==> src/rtl/core/uhfr_pkg.sv <==
// uhfr_pkg: types, constants and register codes shared by the udp header filter
// and rewriter. No dependencies.

package uhfr_pkg;

  localparam int unsigned MAC_W = 48;
  localparam int unsigned IP_W = 32;
  localparam int unsigned PORT_W = 16;
  localparam int unsigned CNT_W = 32;
  localparam int unsigned FILL_W = 16;
  localparam int unsigned APB_DATA_W = 64;
  localparam int unsigned APB_ADDR_W = 6;
  localparam int unsigned REG_IDX_W = 3;

  localparam logic [15:0] ETH_IPV4 = 16'h0800;
  localparam logic [7:0] PROTO_UDP = 8'd17;
  localparam logic [15:0] IP_HDR_LEN = 16'd20;
  localparam logic [FILL_W-1:0] FILL_THRESHOLD = 16'd5000;

  localparam logic [1:0] REF_MODE_FWD = 2'd0;
  localparam logic [1:0] REF_MODE_SEP = 2'd1;
  localparam logic [1:0] REF_MODE_EXT = 2'd2;
  localparam logic [1:0] REF_MODE_RSVD = 2'd3;

  typedef enum logic [REG_IDX_W-1:0] {
    REG_INPUT_UDP_PORT = 3'd0,
    REG_REF_UDP_PORT = 3'd1,
    REG_INPUT_IP_FILTER = 3'd2,
    REG_REF_IP_FILTER = 3'd3,
    REG_NEW_DST_IP = 3'd4,
    REG_NEW_SRC_IP = 3'd5,
    REG_NEW_DST_MAC = 3'd6,
    REG_REF_MODE = 3'd7
  } reg_idx_t;

  typedef struct packed {
    logic [PORT_W-1:0] input_udp_port;
    logic [PORT_W-1:0] ref_udp_port;
    logic [IP_W-1:0] input_ip_filter;
    logic [IP_W-1:0] ref_ip_filter;
    logic [IP_W-1:0] new_dst_ip;
    logic [IP_W-1:0] new_src_ip;
    logic [MAC_W-1:0] new_dst_mac;
    logic [1:0] ref_mode;
  } cfg_t;

  typedef struct packed {
    logic [15:0] ether_type;
    logic [7:0] ip_protocol;
    logic [IP_W-1:0] ip_dst_addr;
    logic [IP_W-1:0] ip_src_addr;
    logic [PORT_W-1:0] udp_dst_port;
    logic [15:0] ip_total_length;
    logic [MAC_W-1:0] dst_mac_addr;
  } hdr_t;

  typedef struct packed {
    logic forward;
    logic [MAC_W-1:0] dst_mac;
    logic [IP_W-1:0] dst_ip;
    logic [IP_W-1:0] src_ip;
    logic [15:0] psum;
  } res_t;

  // per-word events handed to the counter block
  typedef struct packed {
    logic fwd;
    logic ref_hit;
  } evt_t;

endpackage

==> src/rtl/core/uhfr_counters.sv <==
// uhfr_counters: reference packet counter, fill counter and sticky ready flag.
// Depends on uhfr_pkg.

module uhfr_counters import uhfr_pkg::*; (
  input  logic             clk,
  input  logic             rst_n,
  input  logic             adv,
  input  evt_t             evt,
  input  logic [1:0]       ref_mode,
  output logic [CNT_W-1:0] ref_count,
  output logic             fifo_ready
);

  logic [CNT_W-1:0] ref_r;
  logic [CNT_W-1:0] ref_nxt;
  logic [FILL_W-1:0] fill_r;
  logic [FILL_W-1:0] fill_nxt;
  logic [FILL_W-1:0] fill_inc;
  logic rdy_r;
  logic rdy_nxt;

  assign fill_inc = fill_r + FILL_W'(1);

  always_comb begin
    ref_nxt = ref_r;
    fill_nxt = fill_r;
    rdy_nxt = rdy_r;
    if (adv) begin
      if ((evt.fwd && ref_mode == REF_MODE_FWD) || evt.ref_hit) begin
        ref_nxt = ref_r + CNT_W'(1);
      end
      if (evt.fwd && !rdy_r) begin
        if (fill_inc > FILL_THRESHOLD) begin
          rdy_nxt = 1'b1;
          fill_nxt = '0;
        end else begin
          fill_nxt = fill_inc;
        end
      end
    end
  end

  // values after this word
  assign ref_count = ref_nxt;
  assign fifo_ready = rdy_nxt;

  always_ff @(posedge clk) begin
    if (!rst_n) begin
      ref_r <= '0;
      fill_r <= '0;
      rdy_r <= 1'b0;
    end else begin
      ref_r <= ref_nxt;
      fill_r <= fill_nxt;
      rdy_r <= rdy_nxt;
    end
  end

endmodule

==> config.mk <==
export PLATFORM = sky130hd
export DESIGN_NAME = uhfr_counters
export DESIGN_NICKNAME = d
export VERILOG_FILES = /design/src/rtl/core/uhfr_pkg.sv /design/src/rtl/core/uhfr_counters.sv
export SDC_FILE = /design/constraint.sdc
export NUM_CORES = 1
export LEC_CHECK = 0
export BUFFER_PORTS_ARGS = -buffer_cell sky130_fd_sc_hd__buf_2
export CAP_MARGIN = 15
export CORE_AREA = 3 3 95 97
export DETAILED_ROUTE_END_ITERATION = 10
export DIE_AREA = 0 0 98 100
export REMOVE_ABC_BUFFERS = 1
export SLEW_MARGIN = 15
export SYNTH_ARGS = -nofsm -noshare
export SYNTH_HDL_FRONTEND = slang
export SYNTH_SLANG_ARGS = --single-unit
==> constraint.sdc <==
create_clock -name clk -period 2.69 [get_ports clk]
set_input_delay 0.538 -clock clk [delete_from_list [all_inputs] [get_ports clk]]
set_output_delay 0.538 -clock clk [all_outputs]
set_load 0.005 [all_outputs]
### Word level (Yosys, flattened, before mapping)

Index checks and enable logic that the tools add are counted.

| storage, ports and cells | value |
|---|---|
| bits in registers | 49 |
| bits of input ports | 7 |
| output and inout bits | 33 |
| word-level logic and storage cells | 18 |

| operators by class | value |
|---|---|
| add/sub/neg operators | 2 |
| magnitude comparators | 1 |
| mux-type cells | 6 |
| reduce and logical (&&, ||, !) cells | 6 |

Operators by type and width:

| kind | number |
|---|---|
| two-way mux 32 bit | 2 |
| adder 32 x 1 -> 32 bit (second input constant) | 1 |
| adder 16 x 1 -> 16 bit (second input constant) | 1 |
| greater-than comparator 16 x 13 -> 1 bit (second input constant) | 1 |
| two-way mux 16 bit | 1 |
| two-way mux 1 bit | 3 |
| logical AND 1 bit | 2 |
| logical NOT 2 bit | 1 |
| AND reduction 2 bit | 1 |
| logical NOT 1 bit | 1 |
| logical OR 1 bit | 1 |

### Depth between registers and ports, before layout

Gate-level depths: netlist (run 1).

| logic depth | value |
|---|---|
| depth after elaboration | 5 |
| depth in mapped cells | 8 |
| gate-level depth less buffers | 8 |

### Least setup slack after synthesis (run 1)

OpenSTA, ideal clock, no wires.

| timing | value |
|---|---|
| path type | register to output |
| from | reg fill_r[0] |
| to | out fifo_ready |
| arrival time | 2233 ps |
| data required time | 2152 ps |
| slack | -81 ps |
| stages on the path, launching flop included | 9 |
| buffers on the path | 0 |
| path through | dfxtp_1 > ha_1 > nand3_4 > or4_4 > o21ai_1 > o22ai_1 > a31oi_4 > a21oi_2 > or2_1 |

| between the ends | value |
|---|---|
| longest elaborated chain between the ends | 5 |

Ends and longest elaborated chain:

| item | RTL line | RTL |
|---|---|---|
| start: declaration | uhfr_counters.sv:16 | `logic [FILL_W-1:0] fill_r;` |
| start signal: assignment | uhfr_counters.sv:54 | `fill_r <= fill_nxt;` |
| adder 16 x 1 -> 16 bit | uhfr_counters.sv:22 | `assign fill_inc = fill_r + FILL_W'(1);` |
| greater-than comparator 16 x 13 -> 1 bit | uhfr_counters.sv:33 | `if (fill_inc > FILL_THRESHOLD) begin` |
| two-way mux 1 bit | uhfr_counters.sv:33 |  |
| two-way mux 1 bit | uhfr_counters.sv:32 | `if (evt.fwd && !rdy_r) begin` |
| two-way mux 1 bit | uhfr_counters.sv:28 | `if (adv) begin` |
| end: declaration | uhfr_counters.sv:11 | `output logic fifo_ready` |

No other way between the ends.

### Worst setup path in the final report (run 1)

Ends and elaborated chain as after synthesis.

==> results of run 1 <==
-- per-stage QoR --
stage          std cells  instance area (um^2)
3_3_place_gp         444                  2940
6_report             471                  3470
5_1_grt              471                  3470
3_5_place_dp         444                  2940
2_1_floorplan        277                  2440
4_1_cts              457                  3150
-- cell usage after synthesis --
library cell,number,share of area (%)
a21oi_1,2,0.40
a21oi_2,1,0.35
a221o_1,1,0.40
a31oi_4,1,0.86
a41oi_1,7,2.5
and2_1,36,9.1
and3_1,6,1.5
and4_1,3,1.1
buf_1,1,0.15
clkbuf_1,7,1.1
dfxtp_1,49,40
ha_1,2,1.0
inv_1,16,2.4
nand2_1,21,3.2
nand2b_1,2,0.51
nand3_1,18,3.6
nand3_2,1,0.40
nand3_4,2,1.4
nand3b_1,1,0.30
nand4_1,11,2.8
nand4_2,1,0.51
nor2_1,19,2.9
nor3_1,4,0.81
nor3b_1,6,1.8
nor4_1,5,1.3
o2111ai_1,2,0.71
o21a_1,1,0.30
o21ai_0,3,0.61
o21ai_1,5,1.0
o22ai_1,7,1.8
o31ai_2,1,0.51
o41ai_1,2,0.71
or2_1,1,0.25
or3_1,1,0.25
or4_1,2,0.61
or4_4,1,0.46
xnor2_1,24,8.5
xor2_1,12,4.3
-- repair_timing --
action                                  in CTS  in global routing
buffers inserted                             5                 14
endpoints found under the setup margin      14                 17
gates resized for setup                     24                 51
pin swaps                                   12                 20
endpoints found under the hold margin        0                  0
-- layout by cell type (no fill, tap or decap), types with 3 or more instances in the layout --
master	count
xnor2_1	19
buf_6	3
o22ai_1	6
inv_1	16
a41oi_1	7
buf_4	39
nand3_4	5
and3_1	6
nor2_1	14
xnor2_2	5
nor4_2	3
clkbuf_8	5
nand2_1	18
and2_1	34
o21ai_1	5
dfxtp_4	3
dfxtp_1	29
nor2_2	3
dfxtp_2	17
nor3b_1	5
nand4_1	11
xor2_1	12
buf_2	39
nand3_1	14
-- critical path: stages, from the launching register on --
cell,delay (ps)
dfxtp_2,360
ha_4,150
nand3_4,100
buf_6,150
nor4_4,110
o21ai_1,100
a221o_1,330
a31oi_4,210
a21oi_2,80
or2_1,210
buf_2,120
-- sequential cells by signal (all words and copies together), names as in the netlist --
signal,flops
rdy_r,1
ref_r,32
fill_r,16
-- worst max path at each step --
stage | start | to
after CTS | fill_r[1] | fifo_ready
final | fill_r[0] | fifo_ready
after global routing | fill_r[0] | fifo_ready
after global placement | ref_mode[1] | ref_count[30]
after floorplan | fill_r[0] | fifo_ready
after detailed placement | ref_mode[1] | ref_count[24]
-- layer usage --
layer	global-route usage [%]	wire length, um
met5	0	0
met4	3.62	73
met2	21.2	3250
met1	14.8	2830
met3	2.71	239
-- cell type report --
cell class                      instances  area, um^2  share of cell area, %
Sequential cell                        49        1010                   29.2
Tap cell                              105         131                   3.79
Timing Repair Buffer                   81         522                   15.0
Clock buffer                            5        68.8                   1.98
Clock inverter                          3        21.3                  0.613
Inverter                               16        60.1                   1.73
Multi-Input combinational cell        212        1650                   47.6
-- report_power, final --
group / switching (mW) / internal, mW
logic: 0.0348 / 0.0250
clock network: 0.266 / 0.185
registers: 0.00411 / 0.727
total: 0.305 / 0.937
-- kinds of logic (layout without fill, tap and decap cells) --
family	count (synthesis)	in the layout	share of synthesized area, %
xor+xnor	36	36	12.8
compound gates	33	33	10.1
flops	49	49	39.7
fa+ha+maj	2	2	1.01
simple gates	141	141	32.8
buf+inv	24	105	3.64
==> summary.txt, run 1 <==
Run status
  – Status: finished, violations left
  – Failing checks: negative setup slack

Min path
  – Number of stages on the worst hold path: 1
  – Worst hold-check path type: flip-flop to flip-flop
  – Hold path startpoint: rdy_r
  – Worst Hold End: rdy_r

Global routing
  – First-pass GRT wire length: 9.78 mm
  – Largest net degree at the start of global routing: 39
  – Grt ovf: 0
  – Number of global-route vias before repair: 2,208
  – Initial antenna violation count: 0
  – GRT Overall Usage: 12.1%

Logic synthesis
  – FF+latch count, synth: 49
  – Synth cell types: 38
  – Post-synthesis cell area: 2470 um^2
  – Yosys warns: 0
  – Cells after Synth: 285
  – Avg Inst Size Synth: 8.67 um^2
  – Sequential area share after synthesis: 39.7%

Routing
  – Avg WL per Cell: 13.6 um
  – Via Count: 2,324
  – Via/cell ratio: 4.93
  – Initial DRC Count: 78
  – Drt pass-1 iters: 4
  – Routed WL: 6.39 mm
  – Drt drc: 0
  – Final antenna-violating net count: 0

Place
  – Detailed Place HPWL: 4.21 mm
  – Post-Place Setup Slack: -161 ps
  – GPL Wtd Cong: 0.873
  – Port-buffer cells: 39

Die
  – Site row count: 33
  – I/O pin count: 40
  – DIE AREA: 9800 um^2
  – Die Y: 100 um
  – Starting Density: 30.1%
  – Die X: 98 um
  – CORE AREA: 8220 um^2

Setup path
  – Setup Crit Path Kind: flip-flop to output pin
  – FF-to-FF setup slack: 510 ps
  – FF-to-FF path depth: 8
  – Crit path launch type: flip-flop
  – Req. time, crit path: 2150 ps
  – Reg-to-reg critical path startpoint: fill_r[4]
  – Critical register-to-register path endpoint: fill_r[3]
  – Worst Path Arrival: 2250 ps
  – Setup crit end kind: output pin
  – Crit Path Max Fanout: 4

STA
  – Minimum clock period after layout: 2790 ps
  – Hold_ws: 484 ps
  – Slew headroom: 73.8%
  – Endpoints failing setup: 1
  – Final worst slack: -102 ps
  – Crit share post-route: 104%
  – Setup_tns: -102 ps
  – Max Fclk: 358 MHz
  – Clock Skews: 7.78 ps
  – Slew @ Worst Pin: 391 ps
  – RSZ-0062 raised after global routing: true
  – Final hold vios: 0
  – Fin. max-slew vios: 0

Finish
  – Antenna diodes: 0
  – Fill cell count: 815
  – Fin util: 42.2%
  – Area delta synth->final: 40.3%
  – Final #Nets: 374
  – Layout cell share with drive strength beyond 1: 41.5%

Clock tree
  – Bufs on Longest Clock Path: 2
  – CTS tree: done
  – Clock Latency Late Sink: 310 ps
  – Clock slew at reported path FFs: 90 ps
  – CTS root buf: clkbuf_8
  – Cts bufs inserted: 5
  – H-tree lvl count: 2
  – Cts hold-fix bufs: 0
  – Clock tree sinks: 49

Flow run
  – MaxCap Viol Count: 0

Power
  – Pwr Density: 358 nW/um^2
  – Pwr Total: 1.24 mW
  – Leakage power: 1.47 nW
  – Peak VDD IR: 0.200 mV
Note: power is estimated with default switching activity, not from simulation.
==> inputs of run 2 (changes only) <==
--- a/config.mk
+++ b/config.mk
@@ -15,3 +15,4 @@
 export SYNTH_ARGS = -nofsm -noshare
 export SYNTH_HDL_FRONTEND = slang
 export SYNTH_SLANG_ARGS = --single-unit
+export TNS_END_PERCENT = 30
==> constraint.sdc (replaced) <==
create_clock -name clk -period 2.9 [get_ports clk]
set_input_delay 0.58 -clock clk [delete_from_list [all_inputs] [get_ports clk]]
set_output_delay 0.58 -clock clk [all_outputs]
set_load 0.005 [all_outputs]
==> summary.txt, run 2 (synthesis results as in run 1) <==
Routing
  – Drt drc: 0 (unchanged)
  – Via/cell ratio: 4.84 (-1.8%)
  – Metal2 WL: 2.87 mm (-12%)
  – Initial DRC Count: 135 (+73%)
  – Avg WL per Cell: 13.2 um (-2.6%)
  – Wire length on met3: 334 um (+40%)
  – Final antenna-violating net count: 0 (unchanged)
  – Uppermost layer routed: met4
  – Via Count: 2,165 (-6.8%)
  – Drt pass-1 iters: 4 (unchanged)
  – Routed WL: 5.90 mm (-7.6%)
  – Post-Route M1 WL: 2.67 mm (-5.6%)

Setup path
  – Crit Path Max Fanout: 7 (+3)
  – Setup crit end kind: output pin
  – Setup Crit Path Kind: flip-flop to output pin
  – Crit path launch type: flip-flop
  – Reg-to-reg critical path startpoint: fill_r[5]
  – Req. time, crit path: 2320 ps (+170 ps)
  – CP Cell Sequence: nand3_4 > or4_4 > o21ai_2 > o22ai_2 > a31oi_4 > a21oi_2 > or2_1 > buf_2
  – Worst Path Arrival: 2280 ps (+30 ps)
  – FF-to-FF path depth: 9 (+1)
  – FF-to-FF setup slack: 590 ps (+80 ps)
  – CP peak stage delay: 590 ps (+230 ps)
  – Critical register-to-register path endpoint: fill_r[3]
  – CP max-delay cell: or4_4

Clock tree
  – Clock tree sinks: 49 (unchanged)
  – CTS root buf: clkbuf_8
  – H-tree lvl count: 2 (unchanged)
  – Clock Latency Late Sink: 310 ps (about the same)
  – Bufs on Longest Clock Path: 2 (unchanged)
  – Cts hold-fix bufs: 0 (unchanged)
  – Clock slew at reported path FFs: 100 ps (about the same)
  – Cts bufs inserted: 5 (unchanged)
  – CTS tree: done

Die
  – DIE AREA: 9800 um^2 (unchanged)
  – I/O pin count: 40 (unchanged)
  – CORE AREA: 8220 um^2 (unchanged)
  – Die X: 98 um (unchanged)
  – Site row count: 33 (unchanged)
  – Die Y: 100 um (unchanged)
  – Starting Density: 30.1% (unchanged)

Power
  – Peak VDD IR: 0.192 mV (-4.0%)
  – Leakage power: 1.26 nW (-14%)
  – Pwr Density: 367 nW/um^2 (+2.5%)
  – Pwr Total: 1.16 mW (-6.2%)

Finish
  – Fin util: 38.6% (-3.6 points)
  – Commonest non-fill, non-tap cells in the layout: buf_2 (39), and2_1 (34), dfxtp_1 (33)
  – Top flop regs: ref_r x32, fill_r x16, rdy_r x1
  – Area delta synth->final: 28.3%
  – Design area: 3170 um^2 (-8.5%)
  – Largest register by flop count: ref_r
  – Max reg flops: 32 (unchanged)
  – Layout cell share with drive strength beyond 1: 31.6% (-10 points)
  – Register area: 1010 um^2 (unchanged)
  – Antenna diodes: 0 (unchanged)
  – Fill cell count: 845 (+3.7%)
  – Commonest non-fill, non-tap cell in the layout: buf_2
  – Area of the multi-input gates: 1540 um^2 (-6.7%)
  – Final #Nets: 350 (-6.4%)

STA
  – Crit share post-route: 98.6%
  – Slew @ Worst Pin: 421 ps (+30.0 ps)
  – Final worst slack: 40.5 ps (+143 ps)
  – Clock Skews: 4.28 ps (-3.50 ps)
  – Slew headroom: 71.6% (-2.2 points)
  – Minimum clock period after layout: 2860 ps
  – Setup_tns: 0 ps (+102 ps)
  – Endpoints failing setup: 0 (-1)
  – Max Fclk: 350 MHz
  – Fin. max-slew vios: 0 (unchanged)
  – Final hold vios: 0 (unchanged)
  – RSZ-0062 raised after global routing: true

Min path
  – Number of stages on the worst hold path: 1 (unchanged)
  – Hold path startpoint: rdy_r
  – Worst Hold End: rdy_r
  – Worst hold-check path type: flip-flop to flip-flop

Global routing
  – Grt ovf: 0 (unchanged)
  – GRT Overall Usage: 11.9% (-0.15 points)
  – Number of global-route vias before repair: 2,144 (-2.9%)
  – Largest net degree at the start of global routing: 39 (unchanged)
  – Initial antenna violation count: 0 (unchanged)
  – First-pass GRT wire length: 9.74 mm (-0.50%)

Place
  – Detailed Place HPWL: 4.10 mm (-2.8%)
  – Dpl cell area: 2870 um^2 (-2.3%)
  – GPL Wtd Cong: 0.795 (-8.8%)
  – Post-Place Setup Slack: -63.9 ps (+97.5 ps)
  – Port-buffer cells: 39 (unchanged)

Run status
  – Status: finished clean

Flow run
  – MaxCap Viol Count: 0 (unchanged)
[run 2: cell types whose count changed in the layout (fill, tap and decap cells not counted), sizes merged]
cell,previous run,this run
clkinvlp,1,2
buf,81,57
clkinv,1,0
[run 2: critical path, delay by kind of cell (launching register included)]
| kind | cells | cell delay, ps |
|---|---|---|
| AOI/OAI and AO/OA | 4 | 500 |
| buffers and inverters | 1 | 130 |
| DFF | 1 | 420 |
| and+or+nand+nor | 3 | 920 |
[run 2: worst max path at each step]
| stage | startpoint | endpoint | slack (ps) | cells after the start |
|---|---|---|---|---|
| 2_1_floorplan | fill_r[0] | fifo_ready | 90 | 8 |
| 3_3_place_gp | ref_mode[1] | ref_count[30] | -60 | 9 |
| 3_5_place_dp | ref_mode[1] | ref_count[24] | -60 | 9 |
| 4_1_cts | fill_r[1] | fifo_ready | -30 | 9 |
| 5_1_grt | fill_r[5] | fifo_ready | -60 | 8 |
| 6_report | fill_r[5] | fifo_ready | 40 | 8 |
[run 2: layer usage]
layer | GRT usage [%] | up-vias
met5 | 0 | -
met4 | 3.62 | 0
met1 | 14.5 | 1003
met2 | 20.8 | 53
li1 | - | 1105
met3 | 2.85 | 4
[run 2: what timing repair did]
item | in CTS | in global routing
gates cloned | 0 | 0
setup buffers | 3 | 2
pin swaps | 5 | 11
setup endpoints to repair | 6 | 12
gates resized for setup | 12 | 35
[run 2: report_power, final]
group / internal (mW) / switching (mW)
registers: 0.672 / 0.00355
logic: 0.0219 / 0.0311
clock network: 0.176 / 0.260
[run 2: area by class of cell]
type,instances,share of cell area (%)
multi-input combinational,212,48.6
tap,105,4.14
clock buffer,5,2.17
timing repair buffer,57,10.4
sequential,49,31.9
inverter,16,1.89
clock inverter,3,0.828
[run 2: per-stage QoR]
stage	std cells	hold WS (ps)
final	447	490
after detailed placement	435	466
after global placement	435	463
after global routing	447	518
after floorplan	277	446
after CTS	446	491
==> inputs of run 3 (changes only) <==
--- a/config.mk
+++ b/config.mk
@@ -10,6 +10,7 @@
 export CORE_AREA = 3 3 95 97
 export DETAILED_ROUTE_END_ITERATION = 10
 export DIE_AREA = 0 0 98 100
+export PLACE_DENSITY = 0.59
 export REMOVE_ABC_BUFFERS = 1
 export SLEW_MARGIN = 15
 export SYNTH_ARGS = -nofsm -noshare
==> summary.txt, run 3 (synthesis results as in run 1) <==
STA
  – Slew @ Worst Pin: 604 ps (+182 ps)
  – RSZ-0062 raised after global routing: true
  – Max Fclk: 346 MHz (-0.94%)
  – Final worst slack: 13.4 ps (-27.1 ps)
  – Final hold vios: 0 (unchanged)
  – Slew headroom: 59.2% (-12 points)
  – Minimum clock period after layout: 2890 ps (+27.1 ps)
  – Fin. max-slew vios: 0 (unchanged)
  – Endpoints failing setup: 0 (unchanged)
  – Crit share post-route: 99.5% (+0.94 points)
  – Clock Skews: 7.85 ps (+3.57 ps)

Routing
  – Via Count: 2,206 (+1.9%)
  – Initial DRC Count: 80 (-41%)
  – Routed WL: 5.84 mm (-1.0%)
  – Via/cell ratio: 4.94 (+1.9%)
  – Avg WL per Cell: 13.1 um (-1.0%)
  – Drt pass-1 iters: 4 (unchanged)
  – Drt drc: 0 (unchanged)
  – Final antenna-violating net count: 0 (unchanged)

Finish
  – Commonest non-fill, non-tap cell in the layout: dfxtp_1
  – Layout cell share with drive strength beyond 1: 28.9% (-2.6 points)
  – Area delta synth->final: 27.0%
  – Commonest non-fill, non-tap cells in the layout: dfxtp_1 (42), buf_2 (39), and2_1 (35)
  – Largest register by flop count: ref_r
  – Final #Nets: 350 (unchanged)
  – Top flop regs: ref_r x32, fill_r x16, rdy_r x1
  – Max reg flops: 32 (unchanged)
  – Antenna diodes: 0 (unchanged)

Die
  – Die Y: 100 um (unchanged)
  – I/O pin count: 40 (unchanged)
  – DIE AREA: 9800 um^2 (unchanged)
  – Starting Density: 30.1% (unchanged)
  – CORE AREA: 8220 um^2 (unchanged)
  – Die X: 98 um (unchanged)
  – Site row count: 33 (unchanged)

Power
  – Pwr Total: 1.25 mW (+7.4%)
  – Leakage power: 1.27 nW (+0.42%)
  – Peak VDD IR: 0.193 mV (+0.78%)
  – Pwr Density: 398 nW/um^2 (+8.5%)

Clock tree
  – Cts bufs inserted: 5 (unchanged)
  – Clock Latency Late Sink: 310 ps (about the same)
  – CTS tree: done
  – Clock tree sinks: 49 (unchanged)
  – H-tree lvl count: 2 (unchanged)
  – CTS root buf: clkbuf_8
  – Bufs on Longest Clock Path: 2 (unchanged)
  – Cts hold-fix bufs: 0 (unchanged)
  – Clock slew at reported path FFs: 90 ps (about the same)

Global routing
  – GRT Overall Usage: 12.1% (+0.18 points)
  – Grt ovf: 0 (unchanged)
  – Number of global-route vias before repair: 2,124 (-0.93%)
  – First-pass GRT wire length: 9.83 mm (+0.92%)
  – Largest net degree at the start of global routing: 44 (+13%)
  – Initial antenna violation count: 0 (unchanged)

Setup path
  – Setup crit end kind: output pin
  – Req. time, crit path: 2320 ps (about the same)
  – Crit path launch type: flip-flop
  – Worst Path Arrival: 2310 ps (+30 ps)
  – Crit Path Max Fanout: 7 (unchanged)
  – FF-to-FF path depth: 8 (-1)
  – Setup Crit Path Kind: flip-flop to output pin

Min path
  – Number of stages on the worst hold path: 1 (unchanged)
  – Worst hold-check path type: flip-flop to flip-flop

Place
  – Detailed Place HPWL: 4.23 mm (+3.2%)
  – Port-buffer cells: 39 (unchanged)
  – GPL Wtd Cong: 0.800 (+0.59%)
  – Post-Place Setup Slack: -60.2 ps (+3.72 ps)

Flow run
  – MaxCap Viol Count: 0 (unchanged)

Run status
  – Status: finished clean
## run 3: cell types whose count changed in the layout (fill, tap and decap cells not counted), sizes merged
cell and change:
clkbuf +1, bufinv +1, inv -1, clkinvlp -1
## run 3: final timing paths
path	end	slack (ps)	from
min reg2reg	rdy_r	490	rdy_r
min	rdy_r	490	rdy_r
max	fifo_ready	10	fill_r[1]
max reg2reg	fill_r[7]	680	fill_r[1]
## run 3: worst max-delay path, stage by stage (launching register included)
cell,delay [ps]
dfxtp_4,380
ha_4,140
nand3_4,120
or4_4,470
o21ai_1,160
o22ai_1,130
a31oi_4,170
a21oi_2,80
or2_1,210
buf_2,120
## run 3: power breakdown
| part | internal, mW | leakage (nW) | switching (mW) |
|---|---|---|---|
| sequential | 0.674 | 0.399 | 0.00403 |
| combinational | 0.0215 | 0.808 | 0.0297 |
| clock | 0.281 | 0.0574 | 0.240 |
| total | 0.976 | 1.27 | 0.274 |
## run 3: final cells by class
type | instances | area (um^2)
inverter | 16 | 60.1
fill | 844 | 5080
clock buffer | 6 | 82.6
timing repair buffer | 57 | 330
tap | 105 | 131
sequential | 49 | 997
clock inverter | 2 | 37.5
multi-input combinational | 212 | 1500
## run 3: timing repair
action	in CTS	in global routing
buffers inserted	2	2
gates resized for setup	17	15
pin swaps	4	4
setup endpoints to repair	8	17
## run 3: routing by layer
metal	vias up	global-route usage (%)	share of wire (%)
met5	-	0	0
met3	7	2.85	4.4
li1	1103	-	-
met1	1057	14.7	45
met4	0	3.41	0.94
met2	39	21.4	50
## run 3: through the flow
step / setup TNS (ps) / hold slack [ps] / instances / cell area (um^2) / utilization, %
CTS: 0 / 491 / 445 / 3060 / 37.3
floorplan: 0 / 446 / 277 / 2440 / -
global placement: -268 / 459 / 435 / 2870 / 35.0
global route: -250 / 512 / 447 / 3140 / 38.2
finish: 0 / 490 / 447 / 3140 / 38.2
detailed placement: -144 / 467 / 435 / 2870 / 35.0
